`config.mk`:
```
export PLATFORM = sky130hd
export DESIGN_NAME = tlr_ctrl
export DESIGN_NICKNAME = d
export VERILOG_FILES = /design/src/tlr_pkg.sv /design/src/tlr_ctrl.sv
export SDC_FILE = /design/constraint.sdc
export NUM_CORES = 1
export LEC_CHECK = 0
export BUFFER_PORTS_ARGS = -buffer_cell sky130_fd_sc_hd__buf_2
export CELL_PAD_IN_SITES_DETAIL_PLACEMENT = 0
export CELL_PAD_IN_SITES_GLOBAL_PLACEMENT = 1
export CORE_MARGIN = 4
export CORE_UTILIZATION = 25
export DETAILED_ROUTE_END_ITERATION = 12
export GPL_TIMING_DRIVEN = 0
export PLACE_DENSITY = 0.66
export SETUP_SLACK_MARGIN = 0.05
export SLEW_MARGIN = 30
export SYNTH_ARGS = -nofsm -noshare
export SYNTH_HDL_FRONTEND = slang
export SYNTH_SLANG_ARGS = --single-unit
```
`constraint.sdc`:
```
create_clock -name clk_i -period 6.1 [get_ports clk_i]
set_input_delay 1.22 -clock clk_i [delete_from_list [all_inputs] [get_ports clk_i]]
set_output_delay 1.22 -clock clk_i [all_outputs]
set_load 0.005 [all_outputs]
```
`src/tlr_pkg.sv`:
```
package tlr_pkg;

  localparam int unsigned CAPACITY = 128;
  localparam int unsigned ADDR_W   = (CAPACITY > 1) ? $clog2(CAPACITY) : 1;
  localparam int unsigned CNT_W    = $clog2(CAPACITY + 1);

  localparam logic OP_APPEND = 1'b0;
  localparam logic OP_REMOVE = 1'b1;

  localparam logic [1:0] STAT_DONE      = 2'd0;
  localparam logic [1:0] STAT_FULL      = 2'd1;
  localparam logic [1:0] STAT_NOT_FOUND = 2'd2;

  typedef struct packed {
    logic               opcode;
    logic [7:0]         tag;
    logic signed [31:0] value;
  } cmd_t;

  typedef struct packed {
    logic [1:0]         status;
    logic signed [31:0] found_value;
    logic [7:0]         entry_count;
  } res_t;

  typedef struct packed {
    logic [7:0]         tag;
    logic signed [31:0] value;
  } entry_t;

  typedef struct packed {
    logic              we;
    logic [ADDR_W-1:0] waddr;
    entry_t            wdata;
    logic [ADDR_W-1:0] raddr;
  } mem_req_t;

  typedef enum logic [1:0] {
    S_IDLE,
    S_SCAN,
    S_SHIFT
  } ctrl_state_e;

endpackage

```
`src/tlr_ctrl.sv`:
```
module tlr_ctrl (
  input  logic              clk_i,
  input  logic              rst_ni,
  input  logic              start,
  output logic              busy,
  input  tlr_pkg::cmd_t     cmd_i,
  output tlr_pkg::mem_req_t mem_req_o,
  input  tlr_pkg::entry_t   mem_rdata_i,
  output logic              res_strobe_o,
  output tlr_pkg::res_t     res_o
);

  import tlr_pkg::*;

  ctrl_state_e       state_q, state_d;
  logic [ADDR_W-1:0] idx_q, idx_d;
  logic [CNT_W-1:0]  count_q, count_d;
  logic [7:0]        tag_q, tag_d;
  logic signed [31:0] found_q, found_d;
  logic              strobe_q, strobe_d;
  res_t              res_q, res_d;

  logic              accept;
  logic              full;
  logic              hit;
  logic              more;
  logic [CNT_W-1:0]  idx_next;

  assign accept   = start && (state_q == S_IDLE);
  assign full     = (count_q == CNT_W'(CAPACITY));
  assign hit      = (mem_rdata_i.tag == tag_q);
  assign idx_next = CNT_W'(idx_q) + CNT_W'(1);
  assign more     = (idx_next < count_q);

  always_comb begin
    state_d = state_q;
    case (state_q)
      S_IDLE: begin
        if (accept && (cmd_i.opcode == OP_REMOVE) && (count_q != '0)) begin
          state_d = S_SCAN;
        end
      end
      S_SCAN: begin
        if (hit) begin
          state_d = more ? S_SHIFT : S_IDLE;
        end else begin
          state_d = more ? S_SCAN : S_IDLE;
        end
      end
      S_SHIFT: begin
        state_d = more ? S_SHIFT : S_IDLE;
      end
      default: begin
        state_d = S_IDLE;
      end
    endcase
  end

  always_comb begin
    idx_d           = idx_q;
    count_d         = count_q;
    tag_d           = tag_q;
    found_d         = found_q;
    strobe_d        = 1'b0;
    res_d           = res_q;
    mem_req_o.we    = 1'b0;
    mem_req_o.waddr = count_q[ADDR_W-1:0];
    mem_req_o.wdata = '{tag: cmd_i.tag, value: cmd_i.value};
    case (state_q)
      S_IDLE: begin
        if (accept) begin
          tag_d   = cmd_i.tag;
          found_d = '0;
          idx_d   = '0;
          if (cmd_i.opcode == OP_APPEND) begin
            strobe_d          = 1'b1;
            res_d.found_value = '0;
            if (full) begin
              res_d.status = STAT_FULL;
            end else begin
              mem_req_o.we = 1'b1;
              count_d      = count_q + CNT_W'(1);
              res_d.status = STAT_DONE;
            end
          end else if (count_q == '0) begin
            strobe_d          = 1'b1;
            res_d.status      = STAT_NOT_FOUND;
            res_d.found_value = '0;
          end
        end
      end
      S_SCAN: begin
        if (hit) begin
          found_d = mem_rdata_i.value;
          if (more) begin
            idx_d = idx_next[ADDR_W-1:0];
          end else begin
            count_d           = count_q - CNT_W'(1);
            strobe_d          = 1'b1;
            res_d.status      = STAT_DONE;
            res_d.found_value = mem_rdata_i.value;
          end
        end else if (more) begin
          idx_d = idx_next[ADDR_W-1:0];
        end else begin
          strobe_d          = 1'b1;
          res_d.status      = STAT_NOT_FOUND;
          res_d.found_value = '0;
        end
      end
      S_SHIFT: begin
        mem_req_o.we    = 1'b1;
        mem_req_o.waddr = idx_q - ADDR_W'(1);
        mem_req_o.wdata = mem_rdata_i;
        if (more) begin
          idx_d = idx_next[ADDR_W-1:0];
        end else begin
          count_d           = count_q - CNT_W'(1);
          strobe_d          = 1'b1;
          res_d.status      = STAT_DONE;
          res_d.found_value = found_q;
        end
      end
      default: begin
        idx_d = '0;
      end
    endcase
    if (strobe_d) begin
      res_d.entry_count = 8'(count_d);
    end
    mem_req_o.raddr = idx_d;
  end

  always_ff @(posedge clk_i or negedge rst_ni) begin
    if (!rst_ni) begin
      state_q  <= S_IDLE;
      count_q  <= '0;
      strobe_q <= 1'b0;
    end else begin
      state_q  <= state_d;
      count_q  <= count_d;
      strobe_q <= strobe_d;
    end
  end

  always_ff @(posedge clk_i) begin
    idx_q   <= idx_d;
    tag_q   <= tag_d;
    found_q <= found_d;
    res_q   <= res_d;
  end

  assign busy         = (state_q != S_IDLE);
  assign res_strobe_o = strobe_q;
  assign res_o        = res_q;

endmodule

```
# After elaboration in Yosys (flattened, before gate mapping)
# Cells that the tools add are included.
[classes]
n_addsub = 4
magnitude_cmp = 1
eq_ne = 10
n_mux = 36
n_reduce_logical = 13
[ops]
columns = ["cell", "count"]
rows = [
  ["two-way mux 34 bit", 7],
  ["one-hot mux 34 bit (3 select lines)", 1],
  ["two-way mux 32 bit", 2],
  ["one-hot mux 32 bit (2 select lines)", 1],
  ["two-way mux 47 bit", 1],
  ["two-way mux 8 bit", 5],
  ["one-hot mux 8 bit (3 select lines)", 1],
  ["two-way mux 7 bit", 2],
  ["one-hot mux 7 bit (2 select lines)", 1],
  ["two-way mux 1 bit", 9],
  ["adder 7 x 1 -> 8 bit, second input constant", 1],
  ["adder 8 x 1 -> 8 bit, second input constant", 1],
  ["equality test 8 bit", 1],
  ["equality test 8 bit, second input constant", 1],
  ["logical NOT 8 bit", 1],
  ["less-than comparator 8 bit", 1],
  ["!= test 2 bit, second input constant", 4],
  ["nonzero test 8 bit", 1],
  ["subtractor 8 x 1 -> 8 bit, second input constant", 1],
  ["subtractor 7 x 1 -> 7 bit, second input constant", 1],
  ["two-way mux 2 bit", 3],
  ["one-hot mux 2 bit (3 select lines)", 1],
  ["AND reduction 5 bit", 1],
  ["one-hot mux 1 bit (2 select lines)", 2],
  ["11 further kinds", 14],
]
[word_totals]
reg_bits = 100
inputBits = 84
output_inout_bits = 99
word_cells = 73

# Longest topological paths before layout
# Gate-level depths: netlist (run 1).
[depth]
ltp_word = 6
ltp_mapped = 12
depth_no_buf = 11

# Least setup slack after synthesis (run 1)
# OpenSTA, ideal clock, no wires.
[synth_timing]
path_type = "flip-flop to flip-flop"
startpoint = "register idx_q[2]"
endpoint = "register res_q, in the netlist res_o[10], enable pin"
setup_ps = 477
arrival_time_ps = 4961
t_required_ps = 5623
path_slack_ps = 662
path_stages_with_launch = 12
path_buffers = 2
period_less_slack_ps = 5438
cell_sequence = "dfxtp_1 clkbuf_1 and3_1 and3_1 xor2_1 ha_1 and4_1 o21ai_0 o21ai_0 clkbuf_1 nor2_1 a211oi_1"
[synth_between]
elab_chain_len = 4
word_cells_on_any_way = 5
cone_classes = "1 x add/sub; 1 x order compare; 2 x eq/ne; 1 x reduce/logical"
[synth_lines]
columns = ["item", "line_no", "source"]
rows = [
  ["start: declaration", "tlr_ctrl.sv:16", "logic [ADDR_W-1:0] idx_q, idx_d;"],
  ["start signal: assignment", "tlr_ctrl.sv:147", "idx_q <= idx_d;"],
  ["adder 7 x 1 -> 8 bit *", "tlr_ctrl.sv:32", "assign idx_next = CNT_W'(idx_q) + CNT_W'(1);"],
  ["less-than comparator 8 bit *", "tlr_ctrl.sv:33", "assign more = (idx_next < count_q);"],
  ["!= test 2 bit (no source line)", "n/a", ""],
  ["AND reduction 5 bit (no source line) *", "n/a", ""],
  ["end signal: assignment", "tlr_ctrl.sv:150", "res_q <= res_d;"],
  ["end: declaration", "tlr_ctrl.sv:21", "res_t res_q, res_d;"],
]
# Mark *: on every way between the ends. The rest lies on a longest branch, timed or not.
# A chain may end at the register's enable or synchronous reset.

==> out/metrics.cfg, run 1 <==
[global_routing]
grt_pass1_wl_um = 24980
overflow = 0
grt_pass1_vias = 4363
busiest_layer = met2
use_met1_pct = 18.15
grt_util_met2_pct = 22.32
antenna_found_initial = 0
grtUsageMet3_pct = 1.725
grt_use_total_pct = 13.41
grt_max_degree = 33

[floorplanning]
num_io_pins = 183
die_h_um = 154.9
core_area_um2 = 21090
rows = 53
start_util_pct = 25.57
die_area_um2 = 23980
fp.dieW_um = 154.9

[synth]
syn_nets = 581
syn_area_um2 = 5393
ys_types = 59
synth_seq_cells = 100
synth_edf_count = 82
synth_common_cells = edfxtp_1, nor2_1, mux2_2
syn_area_per_cell_um2 = 11.21
synth_area_leader_cell = edfxtp_1
synthCells = 481
synth_area_leaders = edfxtp_1, mux2_2, dfrtp_1
yosys_warnings = 0
synth_ff_type = edfxtp_1
yosysMostFrequentCell = edfxtp_1
synth-async-reset-ratio_pct = 11.00
synth_top_area_share_pct = 45.66
seq_area_frac_synth_pct = 53.36

[worst_setup_path]
worst-endpoint-required_ns = 4.88
reg2reg_to = res_o[4]
cp.arrival_ns = 4.05
startpoint_type = flop
endpoint_kind = primary output
reg2reg_depth = 11
crit_type = flop to primary output
path_max_fanout = 10
ff2ff_setup_slack_ns = 1.87
r2r-start = idx_q[2]

[drt]
via_per_inst = 4.609
drt-pass1-iter-count = 4
vias = 4411
wl_um = 16520
dr.first_iter.drc_count = 207
drc_errors = 0
antenna_left = 0
post_drt_wl_per_cell_um = 17.27

[finish]
finalNonFillerCells = 957
nets = 777
fill_cells = 2242
syn_to_final_growth_pct = 29.95
diodes = 0
drive_gt1_share_pct = 38.27

[sta]
drv_slew = 0
fmax_mhz = 189.7
relSlewSlack_pct = 36.35
finalClockSkew_ns = 0.01385
fin_crit_sh_pct = 86.42
hold_violations = 0
post-route-min-period_ns = 5.272
finalSetupViolations = 0
worst_pin_slew_ns = 0.9512
grt_setup_unrepaired = false

[placement]
dp_cells = 941
post-dp-hpwl_um = 12610
portBuffers = 182
gp_congestion = 0.8216

[power_and_ir_drop]
p_leak_nw = 2.822
peakVddDrop_mv = 0.1964
power.density_nw_per_um2 = 463.7
power.total_w = 0.003250

[flow_run]
drv_cap = 0

[cts]
clk_pin_slew_ns = 0.07
clkLatencyLatePin_ns = 0.36
clock_sinks = 100
htreeDepth = 3
postCtsHoldBufs = 0
postCtsResizedCells = 0
cts_tree = yes
cts-buffers-inserted = 9
cts_buffer_depth = 2
ctsRootBufferMaster = clkbuf_16
cts_setup_buffers = 0

[hold_path]
worstHoldStart = idx_q[0]
worst_hold_path.num_cells = 2
hold_path_end = idx_q[0]
hold_path.class = flop to flop

[outcome]
status = completed

-- cells by family (layout without fill, tap and decap cells) --
logic type	after synthesis	after routing	share of synthesized area [%]
simple gates	150	150	13.71
compound gates	106	106	13.46
flops	100	100	53.36
buf+inv	49	250	4.014
mux	42	42	8.817
xor+xnor	18	18	2.923
fa+ha+maj	16	16	3.712
-- state kept, by name, indices dropped and copies added, names as in the netlist --
name / flops
res_o: 42
found_q: 32
count_q: 8
tag_q: 8
idx_q: 7
state_q: 2
res_strobe_o: 1
-- worst max-delay path by stage --
stage                     startpoint            to  slack, ns  depth (start not counted)
final                       idx_q[2]  mem_req_o[4]       0.83                         12
after global routing        idx_q[2]  mem_req_o[4]       0.46                         12
after CTS                   idx_q[2]  mem_req_o[4]       0.79                         12
after detailed placement    idx_q[2]  mem_req_o[4]       1.21                         12
after global placement      idx_q[2]     res_o[28]      -1.56                         11
after floorplan             idx_q[2]     res_o[10]       0.66                         11
-- power breakdown --
group | leakage [nW] | internal [W] | switching [W]
registers | 1.00 | 0.00115 | 0.0000898
logic | 1.68 | 0.000505 | 0.000913
clock network | 0.146 | 0.000293 | 0.000296
-- metrics by stage --
stage	worst slack (ns)	setup TNS [ns]	utilization (%)	area, µm²	hold WS, ns
6_report	0.8284	0	33.23	7008	0.5738
5_1_grt	0.4623	0	33.23	7008	0.6201
4_1_cts	0.7858	0	33.20	7000	0.5884
3_5_place_dp	1.205	0	31.76	6698	0.5715
3_3_place_gp	-1.557	-52.87	31.52	6648	0.5611
2_1_floorplan	0.6617	0	-	5393	0.5317
-- final cells by class --
type	count	area [µm²]	area share [%]
clock buffer	9	225.2	3.214
buffer	32	150.1	2.142
multi-input combinational	332	2318	33.08
sequential	100	2878	41.06
tap	275	344.1	4.910
timing repair buffer	185	948.4	13.53
clock inverter	7	77.57	1.107
inverter	17	66.31	0.9463
-- placed cells by master, fill, tap and decap left out, drive strengths merged, types with 2 or more instances in the layout --
cell and count:
clkinv 4, nor2 60, mux2 41, a21oi 23, a211o 3, and2 32, or4 2, a22oi 36
o211ai 3, dfxtp 7, edfxtp 82, o21a 3, and3 5, a311oi 2, ha 16, inv 19
xnor2 13, buf 191, nand2 19, o221ai 2, a211oi 2, clkbuf 35, nand3 8, nor3 11
o31ai 3, or3 3, xor2 5, o21ai 16, nand4 5, dfrtp 11, a31oi 2
-- worst max-delay path, cell delays in order (launching register included) --
cell	delay (ns)
dfxtp_1	0.31
clkbuf_1	0.31
and3_1	0.33
and3_1	0.26
xor2_1	0.09
ha_1	0.30
and4_1	0.18
o21ai_0	0.14
o21ai_0	0.62
clkbuf_1	0.43
o21ai_0	0.18
a311oi_1	0.37
buf_2	0.18
-- routing by layer --
metal	share of wire (%)	routed length, µm	up-vias
li1	-	-	2170
met1	44	7331	2102
met2	50	8184	122
met3	4.3	703	17
met4	1.8	304	0
met5	0	0	-
(Power assumes the default switching activity.)
==> run 2, diff against run 1 <==
- PLACE_DENSITY: 0.66 -> 0.53
==> run 2 against run 1 <==
Critical path type unchanged. Via count increased by 0.43%. Cell count unchanged. Worst hold slack improved by 0.015 ns. Highest routed layer unchanged. Clock skew decreased by 0.0024 ns. Critical path depth unchanged.
==> out/metrics.cfg, run 2 (synthesis gave the netlist of run 1 again) <==
[worst_setup_path]
cp_cell_sequence = clkbuf_1, and3_1, and3_1, xor2_1, ha_1, and4_1, o21ai_0, o21ai_0, clkbuf_1, o21ai_0, a311oi_1, buf_2
slowest_stage = o21ai_0
cp.arrival_ns = 4.18  ; +0.13 ns
ff2ff_setup_slack_ns = 1.88  ; about the same
path_max_fanout = 10  ; unchanged
cp_slowest_stage_delay_ns = 0.66  ; +0.04 ns
crit_top_cell = o21ai_0
crit_type = flop to primary output
crit_buf_inv = 3  ; unchanged
reg2reg_to = res_o[4]
reg2reg_depth = 11  ; unchanged
r2r-start = idx_q[2]
critPathTopFamily = compound AO/OA/AOI/OAI gates
startpoint_type = flop
endpoint_kind = primary output
worst-endpoint-required_ns = 4.88  ; about the same

[hold_path]
worst_hold_path.num_cells = 2  ; unchanged
hold_path_end = idx_q[0]
worstHoldStart = idx_q[0]
hold_path.class = flop to flop

[finish]
final_core_utilization_pct = 33.17  ; -0.065 points
finalNonFillerCells = 957  ; unchanged
largest_reg_flops = 42  ; unchanged
final_cell_mix = buf_2, edfxtp_1, nor2_1, mux2_2, a22oi_1
syn_to_final_growth_pct = 29.70
diodes = 0  ; unchanged
layout.cells.most_common = buf_2
drive_gt1_share_pct = 38.42  ; +0.15 points
fill_cells = 2186  ; -2.5%
nets = 777  ; unchanged

[cts]
cts-buffers-inserted = 9  ; unchanged
cts_setup_buffers = 0  ; unchanged
postCtsResizedCells = 0  ; unchanged
cts_buffer_depth = 2  ; unchanged
clk_pin_slew_ns = 0.07  ; about the same
clkLatencyLatePin_ns = 0.36  ; about the same
clock_sinks = 100  ; unchanged
cts_tree = yes
postCtsHoldBufs = 0  ; unchanged
ctsRootBufferMaster = clkbuf_16
htreeDepth = 3  ; unchanged

[floorplanning]
die_area_um2 = 23980  ; unchanged
num_io_pins = 183  ; unchanged
fp.dieW_um = 154.9  ; unchanged
rows = 53  ; unchanged
core_area_um2 = 21090  ; unchanged
start_util_pct = 25.57  ; unchanged
die_h_um = 154.9  ; unchanged

[drt]
via_per_inst = 4.629  ; +0.43%
antenna_left = 0  ; unchanged
vias = 4430  ; +0.43%
dr.first_iter.drc_count = 191  ; -7.7%
post_drt_wl_per_cell_um = 17.88  ; +3.5%
drt-pass1-iter-count = 5  ; +1
wl_um = 17110  ; +3.5%
drc_errors = 0  ; unchanged

[sta]
relSlewSlack_pct = 38.97  ; +2.6 points
post-route-min-period_ns = 5.399  ; +0.1278 ns
worst_pin_slew_ns = 0.9154  ; -0.03580 ns
finalSetupTns_ns = 0  ; unchanged
fmax_mhz = 185.2  ; -2.4%
fin_crit_sh_pct = 88.51  ; +2.1 points
finalSetupViolations = 0  ; unchanged
finalClockSkew_ns = 0.01146  ; -0.002386 ns
hold_violations = 0  ; unchanged
drv_slew = 0  ; unchanged
setup_slack_ns = 0.7006  ; -0.1278 ns
grt_setup_unrepaired = false

[global_routing]
grt_pass1_wl_um = 26500  ; +6.1%
grt_pass1_vias = 4571  ; +4.8%
antenna_found_initial = 0  ; unchanged
grt_use_total_pct = 14.12  ; +0.70 points
grt_max_degree = 33  ; unchanged
overflow = 0  ; unchanged

[flow_run]
drv_cap = 0  ; unchanged

[placement]
post-dp-hpwl_um = 13190  ; +4.6%
post-place-ws_ns = 1.101  ; -0.1038 ns
dp_cells = 941  ; unchanged
gp_congestion = 0.8298  ; +1.0%
portBuffers = 182  ; unchanged

[power_and_ir_drop]
power.density_nw_per_um2 = 464.2  ; +0.11%
peakVddDrop_mv = 0.1888  ; -3.9%
p_leak_nw = 2.816  ; -0.19%

[outcome]
status = completed

run 2: stage by stage:
step	hold WS (ns)	cell area (µm²)	power, W
floorplan	0.5317	5393	0.002053
global placement	0.5655	6648	0.002639
detailed placement	0.5748	6698	0.002719
CTS	0.5905	6992	0.003302
global route	0.6200	6994	0.003502
finish	0.5887	6994	0.003247
run 2: layout make-up:
class / count / area [µm²] / area share, %
sequential: 100 / 2878 / 41.14
multi-input combinational: 332 / 2313 / 33.08
timing repair buffer: 185 / 948.4 / 13.56
tap: 275 / 344.1 / 4.919
clock buffer: 9 / 225.2 / 3.220
buffer: 32 / 150.1 / 2.147
clock inverter: 7 / 68.82 / 0.9839
inverter: 17 / 66.31 / 0.9481
run 2: worst reg2reg max path: stages, from the launching register on:
cell	delay (ns)
dfxtp_1	0.32
clkbuf_1	0.31
and3_1	0.30
and3_1	0.27
xor2_1	0.09
ha_1	0.30
and4_1	0.20
o21ai_0	0.14
o21ai_0	0.66
clkbuf_1	0.48
a22oi_1	0.17
nor2_1	0.61
run 2: how the worst max path moves through the flow:
stage             start            to  slack [ns]  cells after the start
2_1_floorplan  idx_q[2]     res_o[10]        0.66                     11
3_3_place_gp   idx_q[2]     res_o[10]       -1.69                     11
3_5_place_dp   idx_q[2]  mem_req_o[4]        1.10                     12
4_1_cts        idx_q[2]  mem_req_o[4]        0.68                     12
5_1_grt        idx_q[2]  mem_req_o[4]        0.32                     12
6_report       idx_q[2]  mem_req_o[4]        0.70                     12
run 2: where the power goes:
part           switching (W)  internal [W]  leakage, nW
registers          0.0000977       0.00115         1.00
logic               0.000916      0.000503         1.67
clock network       0.000288      0.000288        0.143
total                0.00130       0.00195         2.82
run 2: routing by layer:
metal	routed length (µm)	global-route usage, %	up-vias
met5	0	0	-
met4	393	4.668	0
met3	925	2.754	22
met2	8401	23.09	136
met1	7389	18.80	2099
li1	-	-	2173
